**src/design/tst_pkg.sv**
```systemverilog
// ----------------------------------------------------------------------------
// tst_pkg: shared types and constants
// Widths, command codes and step helpers for the series/tangent datapath.
// ----------------------------------------------------------------------------
`default_nettype none
package tst_pkg;

  localparam int unsigned TERMS_DEF = 10;
  localparam int unsigned CMD_W     = 2;
  localparam int unsigned ANGLE_W   = 23;
  localparam int unsigned VALUE_W   = 32;

  localparam int unsigned SQ_W    = 2 * ANGLE_W;
  localparam int unsigned X2_W    = 29;
  localparam int unsigned T_W     = 36;
  localparam int unsigned SUM_W   = 41;
  localparam int unsigned P_W     = 66;
  localparam int unsigned Y_SH    = 24;
  localparam int unsigned Y_W     = 40;
  localparam int unsigned DIG_W   = 13;
  localparam int unsigned STEP_W  = 11;
  localparam int unsigned V_W     = STEP_W + DIG_W;
  localparam int unsigned MAG_W   = 26;

  localparam int unsigned NUM_W   = 66;
  localparam int unsigned DEN_W   = 41;
  localparam int unsigned QUO_W   = 32;

  localparam int unsigned LANE_LAT  = 8;
  localparam int unsigned QDIV_LAT  = QUO_W + 2;
  localparam int unsigned FIXED_LAT = 6 + QDIV_LAT;

  localparam logic signed [VALUE_W-1:0] VAL_MAX = {1'b0, {(VALUE_W-1){1'b1}}};
  localparam logic signed [VALUE_W-1:0] VAL_MIN = {1'b1, {(VALUE_W-1){1'b0}}};

  typedef enum logic [CMD_W-1:0] {
    CMD_SIN  = 2'd0,
    CMD_COS  = 2'd1,
    CMD_TAN  = 2'd2,
    CMD_NONE = 2'd3
  } cmd_t;

  typedef struct packed {
    cmd_t              cmd;
    logic              neg;
    logic [X2_W-1:0]   x2;
  } tag_t;

  typedef struct packed {
    cmd_t                cmd;
    logic [VALUE_W-1:0]  val;
  } side_t;

  // factorial step of term n: 2n(2n+1) for sine, 2n(2n-1) for cosine
  function automatic int unsigned term_step(bit odd, int unsigned n);
    int unsigned m;
    m = 2 * n;
    return odd ? m * (m + 1) : m * (m - 1);
  endfunction

  function automatic int unsigned total_lat(int unsigned terms);
    return terms * LANE_LAT + FIXED_LAT;
  endfunction

endpackage
`default_nettype wire

```
**src/design/tst_lane.sv**
```systemverilog
// ----------------------------------------------------------------------------
// tst_lane: one series term
// t_out = round(t_in * x2 / (STEP << 24)), sum_out = sum_in -/+ t_out.
// Constant divide in three digits (a 14-bit top digit, two 13-bit digits) by exact reciprocal multiply.
// ----------------------------------------------------------------------------
`default_nettype none
module tst_lane #(
  parameter int unsigned STEP = 2,
  parameter bit          SUB  = 1'b1
) (
  input  logic                               clk,
  input  logic [tst_pkg::X2_W-1:0]           x2,
  input  logic [tst_pkg::T_W-1:0]            t_in,
  input  logic signed [tst_pkg::SUM_W-1:0]   sum_in,
  output logic [tst_pkg::T_W-1:0]            t_out,
  output logic signed [tst_pkg::SUM_W-1:0]   sum_out
);
  import tst_pkg::*;

  localparam int unsigned HALF  = T_W / 2;
  localparam int unsigned PP_W  = HALF + X2_W;
  localparam int unsigned YH_W  = Y_W - 2 * DIG_W;
  localparam int unsigned PR_W  = V_W + MAG_W;
  localparam int unsigned SH    = DIG_W + 2 * $clog2(STEP);
  localparam longint unsigned MAG64 =
    ((64'd1 << SH) + 64'(STEP) - 64'd1) / 64'(STEP);
  localparam logic [MAG_W-1:0] MAG    = MAG_W'(MAG64);
  localparam logic [V_W-1:0]   STEP_V = V_W'(STEP);
  localparam logic [P_W-1:0]   RND    = P_W'(STEP) << (Y_SH - 1);

  logic [PP_W-1:0]           pl, ph;
  logic [Y_W-1:0]            y;
  logic [YH_W-1:0]           yh3;
  logic [2*DIG_W-1:0]        ylo3, ylo4;
  logic [DIG_W-1:0]          ylo5, ylo6;
  logic [YH_W-1:0]           q0, q0_4, q0_5, q0_6, q0_7;
  logic [DIG_W-1:0]          q1, q1_6, q1_7, q2;
  logic [STEP_W-1:0]         r0, r1;
  logic [V_W-1:0]            v1;
  logic signed [SUM_W-1:0]   sum1, sum2, sum3, sum4, sum5, sum6, sum7;

  logic [P_W-1:0]            p_next;
  logic [PR_W-1:0]           prod0, prod1, prod2;
  logic [V_W-1:0]            v1_next, v2_next;
  logic [Y_W-1:0]            tq;
  logic signed [SUM_W-1:0]   tt;

  always_comb begin
    p_next  = (P_W'(ph) << HALF) + P_W'(pl) + RND;
    prod0   = PR_W'(y[Y_W-1:2*DIG_W]) * PR_W'(MAG);
    v1_next = {r0, ylo4[2*DIG_W-1:DIG_W]};
    prod1   = PR_W'(v1_next) * PR_W'(MAG);
    v2_next = {r1, ylo6};
    prod2   = PR_W'(v2_next) * PR_W'(MAG);
    tq      = {q0_7, q1_7, q2};
    tt      = $signed(SUM_W'(tq[T_W-1:0]));
  end

  always_ff @(posedge clk) begin
    pl   <= PP_W'(t_in[HALF-1:0]) * PP_W'(x2);
    ph   <= PP_W'(t_in[T_W-1:HALF]) * PP_W'(x2);
    sum1 <= sum_in;

    y    <= p_next[Y_SH+Y_W-1:Y_SH];
    sum2 <= sum1;

    q0   <= YH_W'(prod0 >> SH);
    yh3  <= y[Y_W-1:2*DIG_W];
    ylo3 <= y[2*DIG_W-1:0];
    sum3 <= sum2;

    r0   <= STEP_W'(V_W'(yh3) - V_W'(q0) * STEP_V);
    q0_4 <= q0;
    ylo4 <= ylo3;
    sum4 <= sum3;

    q1   <= DIG_W'(prod1 >> SH);
    v1   <= v1_next;
    q0_5 <= q0_4;
    ylo5 <= ylo4[DIG_W-1:0];
    sum5 <= sum4;

    r1   <= STEP_W'(v1 - V_W'(q1) * STEP_V);
    q1_6 <= q1;
    q0_6 <= q0_5;
    ylo6 <= ylo5;
    sum6 <= sum5;

    q2   <= DIG_W'(prod2 >> SH);
    q1_7 <= q1_6;
    q0_7 <= q0_6;
    sum7 <= sum6;

    t_out   <= tq[T_W-1:0];
    sum_out <= SUB ? sum7 - tt : sum7 + tt;
  end

endmodule
`default_nettype wire

```
**config.mk**
```make
export PLATFORM = sky130hd
export DESIGN_NAME = tst_lane
export DESIGN_NICKNAME = d
export VERILOG_FILES = /design/src/design/tst_pkg.sv /design/src/design/tst_lane.sv
export SDC_FILE = /design/constraint.sdc
export NUM_CORES = 2
export LEC_CHECK = 0
export BUFFER_PORTS_ARGS = -buffer_cell sky130_fd_sc_hd__buf_2
export CORE_MARGIN = 2
export CORE_UTILIZATION = 55
export CTS_CLUSTER_DIAMETER = 40
export DETAILED_ROUTE_END_ITERATION = 6
export GPL_TIMING_DRIVEN = 0
export PLACE_DENSITY = 0.75
export SYNTH_ARGS = -nofsm -noshare
export SYNTH_HDL_FRONTEND = slang
export SYNTH_SLANG_ARGS = --single-unit
```
**constraint.sdc**
```tcl
create_clock -name clk -period 7.8 [get_ports clk]
set_clock_uncertainty 0.15 [all_clocks]
set_input_delay 1.56 -clock clk [delete_from_list [all_inputs] [get_ports clk]]
set_output_delay 1.56 -clock clk [all_outputs]
set_load 0.1 [all_outputs]
```
==> impl_metrics.py <==
metrics = {
    "sta": {
        "min_period_over_period_pct": 99.04,
        "fmax_mhz": 129.4,
        "fin_crit_ns": 7.725,
        "setup_ws_ns": 0.07463,
        "slew_headroom_pct": 36.97,
        "hold_violations": 0,
        "drv_slew": 0,
        "worst_slew_pin_slew_ns": 0.9454,
        "hold_ws_ns": 0.1581,
        "finalSetupViolCount": 0,
    },
    "worst_hold_path": {
        "holdPathStages": 0,
        "hp-start": "y[17]$_DFF_P_",
        "hold_path.class": "flip-flop to flip-flop",
        "whs_endpoint": "ylo3[17]$_DFF_P_",
    },
    "route": {
        "ant_nets": 0,
        "avgViaCountPerCell": 5.263,
        "wl_per_cell_um": 19.76,
        "first_iter_violations": 2192,
        "finalWirelength_um": 122700,
        "vias": 32700,
        "dr.pass1.iters": 6,
        "drc": 0,
    },
    "floorplan": {
        "start_util_pct": 55.49,
        "rows": 108,
        "die-width_um": 300.1,
        "die_area_mm2": 0.09005,
        "io_pins": 184,
        "die_height_um": 300.1,
        "core_area_mm2": 0.08689,
    },
    "global_route": {
        "grt_overflow": 0,
        "grt_pass1_vias": 34270,
        "grtUsageTotal_pct": 28.03,
        "grt_pass1_wl_um": 190800,
        "grt_max_degree": 20,
        "antenna_found_initial": 16,
    },
    "layout": {
        "fin_nets": 6277,
        "drive_gt1_share_pct": 9.111,
        "final_cells": 6212,
        "syn_to_final_growth_pct": 10.59,
    },
    "yosys": {
        "synth-edff-count": 0,
        "synthArstFlopShare_pct": 0,
        "synth_area_leader_cell": "fa_1",
        "netlist_instances": 4815,
        "ys_types": 65,
        "synth_area_mm2": 0.04822,
        "ys.flop_type": "dfxtp_1",
        "synth_top_area_share_pct": 35.62,
        "synth_common_cells": "inv_1, fa_1, nand2_1, dfxtp_1, and2_1",
        "ys_seq_area_share_pct": 27.07,
        "ys_ff_latch": 652,
        "syn-num-nets": 6090,
        "synthTopCellsByArea": "fa_1, dfxtp_1, inv_1",
        "yosysMostFrequentCell": "inv_1",
        "avgSynthCellArea_um2": 10.01,
        "synth_warnings": 0,
    },
    "setup_path": {
        "reg2reg_setup_slack_ns": 3.81,
        "reg2regPathDepth": 13,
        "startpoint_type": "primary input",
        "end_kind": "flip-flop",
        "startpoint": "t_in[13]",
        "worstPathMaxFanout": 10,
        "path_class": "primary input to flip-flop",
        "crit_arrival_ns": 8.05,
        "r2r_start": "pl[20]$_DFF_P_",
        "r2r-end": "y[36]$_DFF_P_",
        "worstPathRequired_ns": 8.12,
    },
    "clock_network": {
        "cts.path.max_buffers": 3,
        "clkLatencyLatePin_ns": 0.62,
        "htree_num_levels": 2,
        "cts_hold_buffers": 0,
        "clock-root-buffer": "clkbuf_16",
        "clock-sinks": 652,
        "clk_pin_slew_ns": 0.07,
        "numCtsBuffers": 59,
        "cts_tree": "done",
    },
    "place": {
        "dp_hpwl_um": 100200,
        "port_buffers": 125,
        "pre_cts_slack_ns": -1.915,
        "place_congestion": 0.9910,
        "dp.cells": 6095,
    },
    "run_status": {
        "status": "complete, no violations",
    },
    "flow_run": {
        "drv_cap": 0,
    },
}
==> cells in the final DEF (no fill, tap or decap), types with 9 or more instances in the layout <==
cell	instances
nand3_1	19
fa_1	858
buf_4	25
clkbuf_4	38
buf_2	138
nand2b_1	9
nor2_1	60
inv_1	1042
nand4_1	19
clkbuf_16	59
bufinv_16	10
xor2_1	48
xnor2_1	92
clkbuf_1	41
nor2b_1	18
and2_1	373
a31oi_1	9
dfxtp_1	652
a21oi_1	108
o21bai_1	9
a21o_1	67
nor3_1	11
nand2_1	718
o21a_1	17
o21ai_0	42
buf_6	26
ha_1	308
clkbuf_2	69
clkbuf_8	12
and3_1	12
o21ai_1	10
==> worst max path at each step <==
stage	to
global route	pl[46]$_DFF_P_
CTS	pl[46]$_DFF_P_
floorplan	pl[46]$_DFF_P_
global placement	pl[44]$_DFF_P_
finish	pl[46]$_DFF_P_
detailed placement	pl[44]$_DFF_P_
==> critical path: stages <==
cell,delay [ns]
clkbuf_2,0.32
buf_4,0.30
nand2_1,0.10
fa_1,0.51
inv_1,0.05
fa_1,0.58
fa_1,0.47
fa_1,0.50
fa_1,0.50
inv_1,0.05
fa_1,0.41
inv_1,0.09
ha_2,0.31
a21o_1,0.19
a21o_1,0.17
a21o_1,0.19
nor3b_2,0.24
a31oi_4,0.15
a221o_2,0.48
a21boi_4,0.21
nor2b_1,0.08
o21a_1,0.20
a211o_4,0.37
==> flip-flops by register name (all words and copies together), names as in the netlist, 25 cells and up <==
register and count:
sum5 41, sum2 41, ylo4 25, ph 43, sum7 41, sum1 41, sum4 41, sum6 41
ylo3 25, sum3 41, t_out 36, y 36, pl 29, sum_out 41
==> final cells by class <==
cell class	instances	area (um^2)
fill	7187	33560
multi-input combinational	2901	30570
sequential	652	13050
inverter	1042	3911
clock buffer	72	1575
buffer	216	1519
tap	1155	1445
timing repair buffer	130	663.1
clock inverter	36	565.5
antenna	8	20.02
==> per-layer routing <==
layer / global-route usage (%) / part of all wire (%) / vias to the layer above
li1: - / - / 14510
met1: 35.54 / 38 / 16210
met2: 46.30 / 46 / 1585
met3: 6.496 / 10 / 383
met4: 11.88 / 5.2 / 12
met5: 0 / 0.063 / -
==> what timing repair did <==
action / in CTS / in global routing
endpoints found under the hold margin: 0 / 0
pin swaps: 1 / 12
cloned: 0 / 0
gates resized for setup: 224 / 285
endpoints found under the setup margin: 41 / 19
setup buffers: 0 / 5
==> metrics by stage <==
stage	util, %	TNS [ns]	instance area [um^2]
floorplan	-	0	48220
global placement	57.88	-53.24	50290
detailed placement	57.88	-52.32	50290
CTS	60.91	-0.002455	52920
global route	61.35	-0.01290	53310
finish	61.37	0	53320
==> cell families (layout without fill, tap and decap cells) <==
group	count (synthesis)	after routing	share of synthesized area [%]
and+or+nand+nor	1269	1269	12.40
buffers and inverters	1262	1496	9.825
xor gates and xnor gates	144	144	2.616
DFF	652	652	27.07
AOI/OAI and AO/OA	320	320	4.424
other	0	8	0
adders and majority gates	1168	1168	43.67
Power is left out: the tool's default activity adds up to more than one toggle a clock period on the data nets, which glitch-free logic cannot reach.
